[config.mk]
export PLATFORM = sky130hd
export DESIGN_NAME = pulse_period_tachometer_flat
export DESIGN_NICKNAME = d
export VERILOG_FILES = /design/src/rtl/ppt_pkg.sv /design/src/rtl/ppt_stream_if.sv /design/src/rtl/ppt_ram.sv /design/src/rtl/ppt_div.sv /design/src/rtl/ppt_dp.sv /design/src/rtl/ppt_ctrl.sv /design/src/rtl/pulse_period_tachometer.sv /design/src/flat_wrapper.sv
export SDC_FILE = /design/constraint.sdc
export NUM_CORES = 2
export LEC_CHECK = 0
export BUFFER_PORTS_ARGS = -buffer_cell sky130_fd_sc_hd__buf_2
export CAP_MARGIN = 10
export CELL_PAD_IN_SITES_DETAIL_PLACEMENT = 1
export CELL_PAD_IN_SITES_GLOBAL_PLACEMENT = 1
export CORE_AREA = 2 2 350 352
export CTS_CLUSTER_DIAMETER = 40
export DETAILED_ROUTE_END_ITERATION = 12
export DIE_AREA = 0 0 352 354
export MAX_ROUTING_LAYER = met4
export PLACE_DENSITY_LB_ADDON = 0.1
export SLEW_MARGIN = 10
export SYNTH_ARGS = -nofsm -noshare
export SYNTH_HDL_FRONTEND = slang
export SYNTH_SLANG_ARGS = --single-unit
[constraint.sdc]
create_clock -name clk -period 17.25 [get_ports clk]
set_clock_uncertainty 0.05 [all_clocks]
set_input_delay 0 -clock clk [delete_from_list [all_inputs] [get_ports clk]]
set_output_delay 0 -clock clk [all_outputs]
set_load 0.005 [all_outputs]
[src/rtl/ppt_pkg.sv]
package ppt_pkg;

    localparam int DEFAULT_SAMPLES   = 8;
    localparam int DEFAULT_TIME_BITS = 48;

    localparam int INTV_W    = 24;
    localparam int CFG_W     = 24;
    localparam int CFG_IDX_W = 3;
    localparam int PPR_W     = 8;
    localparam int CIRC_W    = 16;
    localparam int RES_W     = 32;
    localparam int NUM_W     = 36;
    localparam int DEN_W     = 32;
    localparam int SPD_PROD_W = 35;

    localparam logic [NUM_W-1:0]      RPM_NUM   = 36'd6000000000;
    localparam logic [SPD_PROD_W-1:0] SPD_SCALE = 35'd360000;

    localparam logic [CFG_W-1:0]  DEBOUNCE_RST = 24'd10000;
    localparam logic [CFG_W-1:0]  STOP_RST     = 24'd1500000;
    localparam logic [CFG_W-1:0]  PERIOD_RST   = 24'd100000;
    localparam logic [PPR_W-1:0]  PPR_RST      = 8'd1;
    localparam logic [CIRC_W-1:0] CIRC_RST     = 16'd1000;

    typedef enum logic [CFG_IDX_W-1:0] {
        REG_DEBOUNCE      = 3'd0,
        REG_STOP_TIMEOUT  = 3'd1,
        REG_UPDATE_PERIOD = 3'd2,
        REG_PULSES_PER_REV = 3'd3,
        REG_WHEEL_CIRC    = 3'd4
    } cfg_reg_t;

    typedef enum logic {
        CMD_PULSE  = 1'b0,
        CMD_UPDATE = 1'b1
    } item_cmd_t;

    typedef enum logic [1:0] {
        DIV_AVG = 2'd0,
        DIV_RPM = 2'd1,
        DIV_SPD = 2'd2
    } div_sel_t;

    typedef struct packed {
        logic     capture;
        logic     calc_diff;
        logic     pulse_commit;
        logic     upd_stamp;
        logic     stop_clear;
        logic     walk_clear;
        logic     walk_step;
        logic     div_start;
        div_sel_t div_sel;
        logic     store_avg;
        logic     mul;
        logic     store_rpm;
        logic     store_spd;
        logic     out_load;
        logic     out_fresh;
        logic     out_stopped;
    } ppt_cmd_t;

    typedef struct packed {
        logic is_update;
        logic early;
        logic timed_out;
        logic walk_done;
        logic count_zero;
        logic div_done;
        logic out_full;
    } ppt_status_t;

    function automatic logic [RES_W-1:0] sat_res(input logic [NUM_W-1:0] q);
        return (|q[NUM_W-1:RES_W]) ? '1 : q[RES_W-1:0];
    endfunction

endpackage

[src/rtl/ppt_stream_if.sv]
interface ppt_in_if #(
    parameter int TIME_BITS = ppt_pkg::DEFAULT_TIME_BITS
);
    logic                 valid;
    logic                 ready;
    logic                 cmd;
    logic [TIME_BITS-1:0] now_us;

    modport source (output valid, output cmd, output now_us, input ready);
    modport sink   (input valid, input cmd, input now_us, output ready);
endinterface

interface ppt_out_if;
    logic                        valid;
    logic                        ready;
    logic [ppt_pkg::RES_W-1:0]   rpm_x100;
    logic [ppt_pkg::RES_W-1:0]   speed_x100;
    logic                        fresh;
    logic                        stopped;

    modport source (output valid, output rpm_x100, output speed_x100, output fresh,
                    output stopped, input ready);
    modport sink   (input valid, input rpm_x100, input speed_x100, input fresh,
                    input stopped, output ready);
endinterface

[src/rtl/ppt_ram.sv]
module ppt_ram #(
    parameter int WIDTH = 8,
    parameter int DEPTH = 8
) (
    input  logic                                    clk,
    input  logic                                    we,
    input  logic [(DEPTH > 1 ? $clog2(DEPTH) : 1)-1:0] waddr,
    input  logic [WIDTH-1:0]                        wdata,
    input  logic                                    re,
    input  logic [(DEPTH > 1 ? $clog2(DEPTH) : 1)-1:0] raddr,
    output logic [WIDTH-1:0]                        rdata
);

    logic [WIDTH-1:0] mem_reg [DEPTH];
    logic [WIDTH-1:0] rdata_reg;

    always_ff @(posedge clk)
    begin
        if (we)
        begin
            mem_reg[waddr] <= wdata;
        end
        if (re)
        begin
            rdata_reg <= mem_reg[raddr];
        end
    end

    assign rdata = rdata_reg;

endmodule

[src/rtl/ppt_div.sv]
// Restoring divider, one quotient bit per cycle. Zero divisor gives all ones.
module ppt_div (
    input  logic                      clk,
    input  logic                      rst_n,
    input  logic                      start,
    input  logic [ppt_pkg::NUM_W-1:0] num,
    input  logic [ppt_pkg::DEN_W-1:0] den,
    output logic [ppt_pkg::NUM_W-1:0] quot,
    output logic                      done
);

    localparam int NW  = ppt_pkg::NUM_W;
    localparam int DW  = ppt_pkg::DEN_W;
    localparam int CW  = $clog2(NW + 1);

    logic [DW-1:0] rem_reg;
    logic [DW-1:0] rem_next;
    logic [NW-1:0] quo_reg;
    logic [DW-1:0] den_reg;
    logic [CW-1:0] cnt_reg;
    logic          busy_reg;
    logic          done_reg;
    logic [DW:0]   trial;
    logic [DW:0]   diff;
    logic          ge;

    assign trial = {rem_reg, quo_reg[NW-1]};
    assign diff  = trial - {1'b0, den_reg};
    assign ge    = (trial >= {1'b0, den_reg});
    assign rem_next = ge ? diff[DW-1:0] : trial[DW-1:0];

    always_ff @(posedge clk or negedge rst_n)
    begin
        if (!rst_n)
        begin
            busy_reg <= 1'b0;
            done_reg <= 1'b0;
            cnt_reg  <= '0;
        end
        else if (start)
        begin
            busy_reg <= 1'b1;
            done_reg <= 1'b0;
            cnt_reg  <= CW'(NW);
        end
        else if (busy_reg)
        begin
            cnt_reg <= cnt_reg - 1'b1;
            if (cnt_reg == CW'(1))
            begin
                busy_reg <= 1'b0;
                done_reg <= 1'b1;
            end
        end
        else
        begin
            done_reg <= 1'b0;
        end
    end

    always_ff @(posedge clk)
    begin
        if (start)
        begin
            rem_reg <= '0;
            quo_reg <= num;
            den_reg <= den;
        end
        else if (busy_reg)
        begin
            rem_reg <= rem_next;
            quo_reg <= {quo_reg[NW-2:0], ge};
        end
    end

    assign quot = quo_reg;
    assign done = done_reg;

endmodule

[src/rtl/ppt_dp.sv]
module ppt_dp #(
    parameter int SAMPLES   = ppt_pkg::DEFAULT_SAMPLES,
    parameter int TIME_BITS = ppt_pkg::DEFAULT_TIME_BITS
) (
    input  logic                          clk,
    input  logic                          rst_n,
    input  logic                          cfg_we,
    input  logic [ppt_pkg::CFG_IDX_W-1:0] cfg_index,
    input  logic [ppt_pkg::CFG_W-1:0]     cfg_data,
    input  logic                          in_cmd,
    input  logic [TIME_BITS-1:0]          in_now,
    ppt_out_if.source                     results,
    input  ppt_pkg::ppt_cmd_t             cmd,
    output ppt_pkg::ppt_status_t          status
);

    localparam int IDX_W = (SAMPLES > 1) ? $clog2(SAMPLES) : 1;
    localparam int CNT_W = $clog2(SAMPLES + 1);
    localparam int SUM_W = ppt_pkg::INTV_W + CNT_W;
    localparam int IW    = ppt_pkg::INTV_W;
    localparam int RW    = ppt_pkg::RES_W;

    // configuration
    logic [ppt_pkg::CFG_W-1:0]  deb_reg;
    logic [ppt_pkg::CFG_W-1:0]  stop_reg;
    logic [ppt_pkg::CFG_W-1:0]  period_reg;
    logic [ppt_pkg::PPR_W-1:0]  ppr_reg;
    logic [ppt_pkg::CIRC_W-1:0] circ_reg;

    // item and timing
    logic                 cmd_reg;
    logic [TIME_BITS-1:0] now_reg;
    logic [TIME_BITS-1:0] last_pulse_reg;
    logic [TIME_BITS-1:0] last_upd_reg;
    logic [TIME_BITS-1:0] diff_pulse_reg;
    logic [TIME_BITS-1:0] diff_upd_reg;
    logic                 gap_gt_deb;
    logic                 timed_out;

    // ring
    logic [SAMPLES-1:0] valid_reg;
    logic [IDX_W-1:0]   pos_reg;
    logic               ring_we;
    logic               ring_re;
    logic [IW-1:0]      ring_rdata;

    // averaging walk
    logic [CNT_W-1:0] wcnt_reg;
    logic             walk_more;
    logic             acc_vld_reg;
    logic [SUM_W-1:0] sum_reg;
    logic [CNT_W-1:0] count_reg;

    // arithmetic
    logic [IW-1:0]                   avg_reg;
    logic [ppt_pkg::DEN_W-1:0]       den_reg;
    logic [ppt_pkg::NUM_W-1:0]       spd_num_reg;
    logic [ppt_pkg::SPD_PROD_W-1:0]  spd_prod;
    logic [ppt_pkg::NUM_W-1:0]       div_num;
    logic [ppt_pkg::DEN_W-1:0]       div_den;
    logic [ppt_pkg::NUM_W-1:0]       div_quot;
    logic                            div_done;
    logic [RW-1:0]                   held_rpm_reg;
    logic [RW-1:0]                   held_spd_reg;

    // result register
    logic          out_valid_reg;
    logic [RW-1:0] out_rpm_reg;
    logic [RW-1:0] out_spd_reg;
    logic          out_fresh_reg;
    logic          out_stopped_reg;

    always_ff @(posedge clk or negedge rst_n)
    begin
        if (!rst_n)
        begin
            deb_reg    <= ppt_pkg::DEBOUNCE_RST;
            stop_reg   <= ppt_pkg::STOP_RST;
            period_reg <= ppt_pkg::PERIOD_RST;
            ppr_reg    <= ppt_pkg::PPR_RST;
            circ_reg   <= ppt_pkg::CIRC_RST;
        end
        else if (cfg_we)
        begin
            unique case (ppt_pkg::cfg_reg_t'(cfg_index))
                ppt_pkg::REG_DEBOUNCE:       deb_reg    <= cfg_data;
                ppt_pkg::REG_STOP_TIMEOUT:   stop_reg   <= cfg_data;
                ppt_pkg::REG_UPDATE_PERIOD:  period_reg <= cfg_data;
                ppt_pkg::REG_PULSES_PER_REV: ppr_reg    <= cfg_data[ppt_pkg::PPR_W-1:0];
                ppt_pkg::REG_WHEEL_CIRC:     circ_reg   <= cfg_data[ppt_pkg::CIRC_W-1:0];
                default: ;
            endcase
        end
    end

    assign gap_gt_deb = diff_pulse_reg > TIME_BITS'(deb_reg);
    assign timed_out  = diff_pulse_reg > TIME_BITS'(stop_reg);

    assign ring_we   = cmd.pulse_commit && gap_gt_deb && !timed_out;
    assign walk_more = wcnt_reg < CNT_W'(SAMPLES);
    assign ring_re   = cmd.walk_step && walk_more;

    ppt_ram #(
        .WIDTH (IW),
        .DEPTH (SAMPLES)
    ) u_ring (
        .clk   (clk),
        .we    (ring_we),
        .waddr (pos_reg),
        .wdata (diff_pulse_reg[IW-1:0]),
        .re    (ring_re),
        .raddr (wcnt_reg[IDX_W-1:0]),
        .rdata (ring_rdata)
    );

    always_ff @(posedge clk or negedge rst_n)
    begin
        if (!rst_n)
        begin
            last_pulse_reg <= '0;
            last_upd_reg   <= '0;
            valid_reg      <= '0;
            pos_reg        <= '0;
            held_rpm_reg   <= '0;
            held_spd_reg   <= '0;
        end
        else
        begin
            if (cmd.pulse_commit && gap_gt_deb)
            begin
                last_pulse_reg <= now_reg;
            end
            if (ring_we)
            begin
                valid_reg[pos_reg] <= 1'b1;
                pos_reg <= (pos_reg == IDX_W'(SAMPLES - 1)) ? '0 : pos_reg + 1'b1;
            end
            if (cmd.upd_stamp)
            begin
                last_upd_reg <= now_reg;
            end
            if (cmd.stop_clear)
            begin
                valid_reg    <= '0;
                pos_reg      <= '0;
                held_rpm_reg <= '0;
                held_spd_reg <= '0;
            end
            if (cmd.store_rpm)
            begin
                held_rpm_reg <= ppt_pkg::sat_res(div_quot);
            end
            if (cmd.store_spd)
            begin
                held_spd_reg <= ppt_pkg::sat_res(div_quot);
            end
        end
    end

    // payload registers
    always_ff @(posedge clk)
    begin
        if (cmd.capture)
        begin
            cmd_reg <= in_cmd;
            now_reg <= in_now;
        end
        if (cmd.calc_diff)
        begin
            diff_pulse_reg <= now_reg - last_pulse_reg;
            diff_upd_reg   <= now_reg - last_upd_reg;
        end
        if (cmd.walk_clear)
        begin
            wcnt_reg    <= '0;
            acc_vld_reg <= 1'b0;
            sum_reg     <= '0;
            count_reg   <= '0;
        end
        else if (cmd.walk_step)
        begin
            if (walk_more)
            begin
                wcnt_reg <= wcnt_reg + 1'b1;
            end
            acc_vld_reg <= walk_more && valid_reg[wcnt_reg[IDX_W-1:0]];
            if (acc_vld_reg)
            begin
                sum_reg   <= sum_reg + SUM_W'(ring_rdata);
                count_reg <= count_reg + 1'b1;
            end
        end
        if (cmd.store_avg)
        begin
            avg_reg <= div_quot[IW-1:0];
        end
        if (cmd.mul)
        begin
            den_reg     <= ppt_pkg::DEN_W'(ppr_reg) * ppt_pkg::DEN_W'(avg_reg);
            spd_num_reg <= ppt_pkg::NUM_W'(spd_prod);
        end
    end

    assign spd_prod = ppt_pkg::SPD_PROD_W'(circ_reg) * ppt_pkg::SPD_SCALE;

    always_comb
    begin
        div_num = ppt_pkg::NUM_W'(sum_reg);
        div_den = ppt_pkg::DEN_W'(count_reg);
        unique case (cmd.div_sel)
            ppt_pkg::DIV_AVG:
            begin
                div_num = ppt_pkg::NUM_W'(sum_reg);
                div_den = ppt_pkg::DEN_W'(count_reg);
            end
            ppt_pkg::DIV_RPM:
            begin
                div_num = ppt_pkg::RPM_NUM;
                div_den = den_reg;
            end
            ppt_pkg::DIV_SPD:
            begin
                div_num = spd_num_reg;
                div_den = den_reg;
            end
            default: ;
        endcase
    end

    ppt_div u_div (
        .clk   (clk),
        .rst_n (rst_n),
        .start (cmd.div_start),
        .num   (div_num),
        .den   (div_den),
        .quot  (div_quot),
        .done  (div_done)
    );

    always_ff @(posedge clk or negedge rst_n)
    begin
        if (!rst_n)
        begin
            out_valid_reg <= 1'b0;
        end
        else if (cmd.out_load)
        begin
            out_valid_reg <= 1'b1;
        end
        else if (results.ready)
        begin
            out_valid_reg <= 1'b0;
        end
    end

    always_ff @(posedge clk)
    begin
        if (cmd.out_load)
        begin
            out_rpm_reg     <= held_rpm_reg;
            out_spd_reg     <= held_spd_reg;
            out_fresh_reg   <= cmd.out_fresh;
            out_stopped_reg <= cmd.out_stopped;
        end
    end

    assign results.valid      = out_valid_reg;
    assign results.rpm_x100   = out_rpm_reg;
    assign results.speed_x100 = out_spd_reg;
    assign results.fresh      = out_fresh_reg;
    assign results.stopped    = out_stopped_reg;

    assign status.is_update  = (cmd_reg == ppt_pkg::CMD_UPDATE);
    assign status.early      = diff_upd_reg < TIME_BITS'(period_reg);
    assign status.timed_out  = timed_out;
    assign status.walk_done  = !walk_more;
    assign status.count_zero = (count_reg == '0);
    assign status.div_done   = div_done;
    assign status.out_full   = out_valid_reg;

endmodule

[src/rtl/ppt_ctrl.sv]
module ppt_ctrl (
    input  logic                 clk,
    input  logic                 rst_n,
    input  logic                 in_valid,
    output logic                 in_ready,
    input  ppt_pkg::ppt_status_t status,
    output ppt_pkg::ppt_cmd_t    cmd
);

    typedef enum logic [11:0] {
        S_IDLE     = 12'b0000_0000_0001,
        S_DIFF     = 12'b0000_0000_0010,
        S_DECIDE   = 12'b0000_0000_0100,
        S_WALK     = 12'b0000_0000_1000,
        S_CNT_CHK  = 12'b0000_0001_0000,
        S_AVG_WAIT = 12'b0000_0010_0000,
        S_MUL      = 12'b0000_0100_0000,
        S_RPM_GO   = 12'b0000_1000_0000,
        S_RPM_WAIT = 12'b0001_0000_0000,
        S_SPD_GO   = 12'b0010_0000_0000,
        S_SPD_WAIT = 12'b0100_0000_0000,
        S_OUT      = 12'b1000_0000_0000
    } state_t;

    state_t state_reg;
    state_t state_next;
    logic   fresh_reg;
    logic   fresh_next;
    logic   stopped_reg;
    logic   stopped_next;

    always_ff @(posedge clk or negedge rst_n)
    begin
        if (!rst_n)
        begin
            state_reg   <= S_IDLE;
            fresh_reg   <= 1'b0;
            stopped_reg <= 1'b0;
        end
        else
        begin
            state_reg   <= state_next;
            fresh_reg   <= fresh_next;
            stopped_reg <= stopped_next;
        end
    end

    assign in_ready = (state_reg == S_IDLE);

    always_comb
    begin
        state_next   = state_reg;
        fresh_next   = fresh_reg;
        stopped_next = stopped_reg;
        cmd          = '0;
        cmd.div_sel  = ppt_pkg::DIV_AVG;
        unique case (state_reg)
            S_IDLE:
            begin
                if (in_valid)
                begin
                    cmd.capture = 1'b1;
                    state_next  = S_DIFF;
                end
            end
            S_DIFF:
            begin
                cmd.calc_diff = 1'b1;
                state_next    = S_DECIDE;
            end
            S_DECIDE:
            begin
                if (!status.is_update)
                begin
                    cmd.pulse_commit = 1'b1;
                    state_next       = S_IDLE;
                end
                else if (status.early)
                begin
                    fresh_next   = 1'b0;
                    stopped_next = 1'b0;
                    state_next   = S_OUT;
                end
                else if (status.timed_out)
                begin
                    cmd.upd_stamp  = 1'b1;
                    cmd.stop_clear = 1'b1;
                    fresh_next     = 1'b1;
                    stopped_next   = 1'b1;
                    state_next     = S_OUT;
                end
                else
                begin
                    cmd.upd_stamp  = 1'b1;
                    cmd.walk_clear = 1'b1;
                    state_next     = S_WALK;
                end
            end
            S_WALK:
            begin
                cmd.walk_step = 1'b1;
                if (status.walk_done)
                begin
                    state_next = S_CNT_CHK;
                end
            end
            S_CNT_CHK:
            begin
                if (status.count_zero)
                begin
                    // nothing to average: hold previous values
                    fresh_next   = 1'b0;
                    stopped_next = 1'b0;
                    state_next   = S_OUT;
                end
                else
                begin
                    cmd.div_start = 1'b1;
                    cmd.div_sel   = ppt_pkg::DIV_AVG;
                    state_next    = S_AVG_WAIT;
                end
            end
            S_AVG_WAIT:
            begin
                if (status.div_done)
                begin
                    cmd.store_avg = 1'b1;
                    state_next    = S_MUL;
                end
            end
            S_MUL:
            begin
                cmd.mul    = 1'b1;
                state_next = S_RPM_GO;
            end
            S_RPM_GO:
            begin
                cmd.div_start = 1'b1;
                cmd.div_sel   = ppt_pkg::DIV_RPM;
                state_next    = S_RPM_WAIT;
            end
            S_RPM_WAIT:
            begin
                if (status.div_done)
                begin
                    cmd.store_rpm = 1'b1;
                    state_next    = S_SPD_GO;
                end
            end
            S_SPD_GO:
            begin
                cmd.div_start = 1'b1;
                cmd.div_sel   = ppt_pkg::DIV_SPD;
                state_next    = S_SPD_WAIT;
            end
            S_SPD_WAIT:
            begin
                if (status.div_done)
                begin
                    cmd.store_spd = 1'b1;
                    fresh_next    = 1'b1;
                    stopped_next  = 1'b0;
                    state_next    = S_OUT;
                end
            end
            S_OUT:
            begin
                if (!status.out_full)
                begin
                    cmd.out_load    = 1'b1;
                    cmd.out_fresh   = fresh_reg;
                    cmd.out_stopped = stopped_reg;
                    state_next      = S_IDLE;
                end
            end
            default:
            begin
                state_next = S_IDLE;
            end
        endcase
    end

endmodule

[src/rtl/pulse_period_tachometer.sv]
// One item at a time. A pulse item goes through the difference and decide states
// before ready again. An early or stop-timeout update goes from the decide state
// straight to the output state; a full update walks the ring of SAMPLES entries
// and makes three runs of the shared 36-step divider.
// The result register lets the next item in while a result waits to be taken.
// rst_n is asynchronous: config to defaults, ring valid bits and timing state cleared.
module pulse_period_tachometer #(
    parameter int SAMPLES   = ppt_pkg::DEFAULT_SAMPLES,
    parameter int TIME_BITS = ppt_pkg::DEFAULT_TIME_BITS
) (
    input  logic                          clk,
    input  logic                          rst_n,
    input  logic                          cfg_we,
    input  logic [ppt_pkg::CFG_IDX_W-1:0] cfg_index,
    input  logic [ppt_pkg::CFG_W-1:0]     cfg_data,
    ppt_in_if.sink                        items,
    ppt_out_if.source                     results
);

    ppt_pkg::ppt_cmd_t    cmd;
    ppt_pkg::ppt_status_t status;

    ppt_ctrl u_ctrl (
        .clk      (clk),
        .rst_n    (rst_n),
        .in_valid (items.valid),
        .in_ready (items.ready),
        .status   (status),
        .cmd      (cmd)
    );

    ppt_dp #(
        .SAMPLES   (SAMPLES),
        .TIME_BITS (TIME_BITS)
    ) u_dp (
        .clk       (clk),
        .rst_n     (rst_n),
        .cfg_we    (cfg_we),
        .cfg_index (cfg_index),
        .cfg_data  (cfg_data),
        .in_cmd    (items.cmd),
        .in_now    (items.now_us),
        .results   (results),
        .cmd       (cmd),
        .status    (status)
    );

endmodule

[src/flat_wrapper.sv]
// flat-port wrapper written by rule: the top's interface ports become plain ports
module pulse_period_tachometer_flat 
#(
    parameter int SAMPLES   = ppt_pkg::DEFAULT_SAMPLES,
    parameter int TIME_BITS = ppt_pkg::DEFAULT_TIME_BITS
)
  (clk, rst_n, cfg_we, cfg_index, cfg_data, items_valid, items_cmd, items_now_us, items_ready, results_valid, results_rpm_x100, results_speed_x100, results_fresh, results_stopped, results_ready);
  ppt_in_if #(.TIME_BITS(TIME_BITS)) items_i ();
  ppt_out_if results_i ();
  input  logic clk;
  input  logic rst_n;
  input  logic cfg_we;
  input  logic [ppt_pkg::CFG_IDX_W-1:0] cfg_index;
  input  logic [ppt_pkg::CFG_W-1:0] cfg_data;
  input wire logic [$bits(items_i.valid)-1:0] items_valid;
  input wire logic [$bits(items_i.cmd)-1:0] items_cmd;
  input wire logic [$bits(items_i.now_us)-1:0] items_now_us;
  output wire logic [$bits(items_i.ready)-1:0] items_ready;
  output wire logic [$bits(results_i.valid)-1:0] results_valid;
  output wire logic [$bits(results_i.rpm_x100)-1:0] results_rpm_x100;
  output wire logic [$bits(results_i.speed_x100)-1:0] results_speed_x100;
  output wire logic [$bits(results_i.fresh)-1:0] results_fresh;
  output wire logic [$bits(results_i.stopped)-1:0] results_stopped;
  input wire logic [$bits(results_i.ready)-1:0] results_ready;
  assign items_i.valid = items_valid;
  assign items_i.cmd = items_cmd;
  assign items_i.now_us = items_now_us;
  assign items_ready = items_i.ready;
  assign results_valid = results_i.valid;
  assign results_rpm_x100 = results_i.rpm_x100;
  assign results_speed_x100 = results_i.speed_x100;
  assign results_fresh = results_i.fresh;
  assign results_stopped = results_i.stopped;
  assign results_i.ready = results_ready;
  pulse_period_tachometer #(.SAMPLES(SAMPLES), .TIME_BITS(TIME_BITS)) u_core (.clk(clk), .rst_n(rst_n), .cfg_we(cfg_we), .cfg_index(cfg_index), .cfg_data(cfg_data), .items(items_i), .results(results_i));
endmodule
==> flow_summary.yaml <==
drt:
  wl_met2_mm: 75.7
  routed_wire_length_per_instance_um: 21.4
  via_cell_ratio: 5.38
  detailedRoute.firstIterationViolations: 1774
  top_layer: "met4"
  drt-total-wl_mm: 148
  route.vias.total: 37300
  routedLengthMet1_mm: 62.6
  drc_errors: 0
  drt_pre_antenna_iters: 5
  post_route_antenna_net_violation_count: 0
  met3_wirelength_mm: 4.50
final_layout:
  mostFrequentLayoutCells: "580 x sky130_fd_sc_hd__edfxtp_1, 578 x sky130_fd_sc_hd__inv_1, 407 x sky130_fd_sc_hd__nand2_1"
  area_growth_syn_to_layout_pct: 17.7
  finalNonFillerCells: 6933
  leading_cell_type_in_the_layout_fill_and_taps_excluded: "sky130_fd_sc_hd__edfxtp_1"
  layout-drive-gt1-share_pct: 11.9
  largest_register_ffs: 192
  nets_final: 5864
job:
  maxCapViolations: 0
yosys:
  synth_area_leader_cell: "sky130_fd_sc_hd__edfxtp_1"
  register_bit_total_from_synthesis: 939
  synthArstFlopShare_pct: 30.9
  synth.cell_area_mm2: 0.0541
  syn_nets: 5520
  number_of_distinct_standard_cells_referenced_by_the_synthesized_netlist: 97
  yosysSeqAreaShare_pct: 48.2
  postSynthAreaPerCell_um2: 11.2
  dominantRegCellSynth: "sky130_fd_sc_hd__edfxtp_1"
  synth_area_leaders: "sky130_fd_sc_hd__edfxtp_1 32%, sky130_fd_sc_hd__dfrtp_1 12%, sky130_fd_sc_hd__ha_1 8.9%"
  ys.warnings.count: 0
  synth_edf_count: 580
  synthCells: 4826
  yosysTopAreaCellShare_pct: 32.2
min_path:
  holdCritPathClass: "primary input to flip-flop"
sta:
  setup_viol: 0
  finalCritPeriodShare_pct: 36.6
  final_max_slew_viol_count: 0
  fin_worst_hold_slack_ns: 0.0796
  max_slew.worst_pin.slew_ns: 1.14
  finalWorstPathRequiredPeriod_ns: 6.30
  hold_viol_final: 0
  tns_ns: 0
  max_freq_mhz: 159
  unrepaired_setup_endpoints_after_global_routing: "no"
  timing.max_slew.rel_slack_pct: 23.7
grt:
  grt_overflow: 0
  grt_first_pass_wirelength_mm: 235
  grt_start_max_net_pins: 97
  grt_pass1_vias: 40900
  antenna_violations_before_repair: 5
  grt_util_all_layers_pct: 25.0
clock_network:
  clock_tree_buf_depth: 3
  clock_latency_reported_for_the_late_side_of_the_worst_skew_pair_ns: 0.77
  tritoncts.num_buffers: 158
  numClockSinks: 939
  cts_post_setup_buffers_inserted: 0
  ctsRootBufferMaster: "sky130_fd_sc_hd__clkbuf_16"
  tritoncts_clock_tree: "yes"
  clk_pin_slew_worst_paths_ns: 0.05
  clock_tree.htree_level_count: 4
critical_path:
  critPathArrivalTime_ns: 6.75
  cpMaxStageDelayCell: "sky130_fd_sc_hd__a2111oi_0"
  critical_path.endpoint_type: "flip-flop"
  worstPathCellList: "inv_1, fa_1, inv_1, ha_1, fa_1, inv_1, fa_1, fa_1, inv_1, ha_1, o21a_1, a2111oi_0, o211ai_1, nand3_1, a31oi_1, a21o_1, a21o_1, a21oi_1, a21oi_1, xor2_1"
  required_ns: 17.69
  cp_max_fo: 9
  startpoint_class: "flip-flop"
  max_stage_delay_ns: 0.85
  path_class: "flip-flop to flip-flop"
place:
  io_buffer_count: 148
  gp_congestion: 0.858
  place_inst: 6485
  dp_hpwl_mm: 106
floorplan:
  std_cell_rows: 128
  fp.dieW_um: 352
  initial_core_util_pct: 44.8
  boundaryPins: 149
  design.die.area_mm2: 0.125
  die-height_um: 354
  coreArea_mm2: 0.121
run_status:
  outcome: "complete, no violations"
-- layer usage --
metal	up-vias	GRT usage, %
li1	17600	-
met1	18800	29.6
met2	596	43.6
met3	272	3.31
met4	0	9.02
met5	-	-
-- timing repair --
item	CTS	global route
hold buffers	150	0
hold endpoints to repair	366	0
gates resized for setup	0	0
-- cell type report --
cell class	count	area (µm²)
timing repair buffer	337	2560
clock inverter	98	1070
inverter	581	2180
tap	1625	2030
multi-input combinational	3153	25400
clock buffer	198	4360
fill	12700	57200
antenna	2	5.00
sequential	939	26100
-- worst max-delay path, delay by kind of cell (launching register included) --
family	cells	cell delay, ns
compound gates	8	2.17
flops	1	0.66
simple gates	1	0.17
xor+xnor	1	0.14
fa+ha+maj	6	2.59
buf+inv	4	0.26
-- kinds of logic after synthesis --
kind of cell    Yosys count  synth area share [%]
xor+xnor                178                  2.88
compound gates          992                  11.6
mux                     127                  3.62
fa+ha+maj               613                  17.3
simple gates           1243                  11.2
buf+inv                 734                  5.17
flops                   939                  48.2
-- per-stage QoR --
step | util (%) | instance area [µm²] | setup slack, ns
2_1_floorplan | - | 54100 | 11.37
3_3_place_gp | 46.9 | 56800 | 10.99
3_5_place_dp | 46.9 | 56800 | 10.91
4_1_cts | 52.7 | 63700 | 10.90
5_1_grt | 52.7 | 63700 | 10.53
6_report | 52.7 | 63700 | 10.95
-- final timing paths --
check,startpoint,end,slack [ns],depth (start not counted)
setup / recovery,u_core.u_dp.circ_reg[3]$_DFFE_PN1P_,u_core.u_dp.spd_num_reg[33]$_DFFE_PP_,10.95,20
max in group asynchronous,rst_n,u_core.u_dp.period_reg[6]$_DFFE_PN0P_,15.08,5
setup reg to reg,u_core.u_dp.circ_reg[3]$_DFFE_PN1P_,u_core.u_dp.spd_num_reg[33]$_DFFE_PP_,10.95,20
hold reg to reg,u_core.u_dp.held_spd_reg[9]$_DFFE_PN0P_,u_core.u_dp.results.speed_x100[9]$_DFFE_PP_,0.38,0
min in group asynchronous,rst_n,u_core.u_dp.held_rpm_reg[5]$_DFFE_PN0P_,0.43,4
hold / removal,cfg_data[21],u_core.u_dp.deb_reg[21]$_DFFE_PN0P_,0.08,4
-- Yosys cell counts (all sizes together), types with 36 or more instances --
cell	n
dfxtp	69
mux2	52
edfxtp	580
nor3	40
a211oi	44
xor2	57
and2	209
a21o	124
o21ai	341
nor2b	42
nand2b	37
a21oi	226
fa	229
ha	384
xnor2	121
inv	580
mux4	50
nand3	90
nand2	407
clkbuf	117
and3	41
dfrtp	261
buf	36
nor2	250
Power is not shown: default switching activity piles up to over one toggle a cycle in this logic, so the estimate is an artifact.
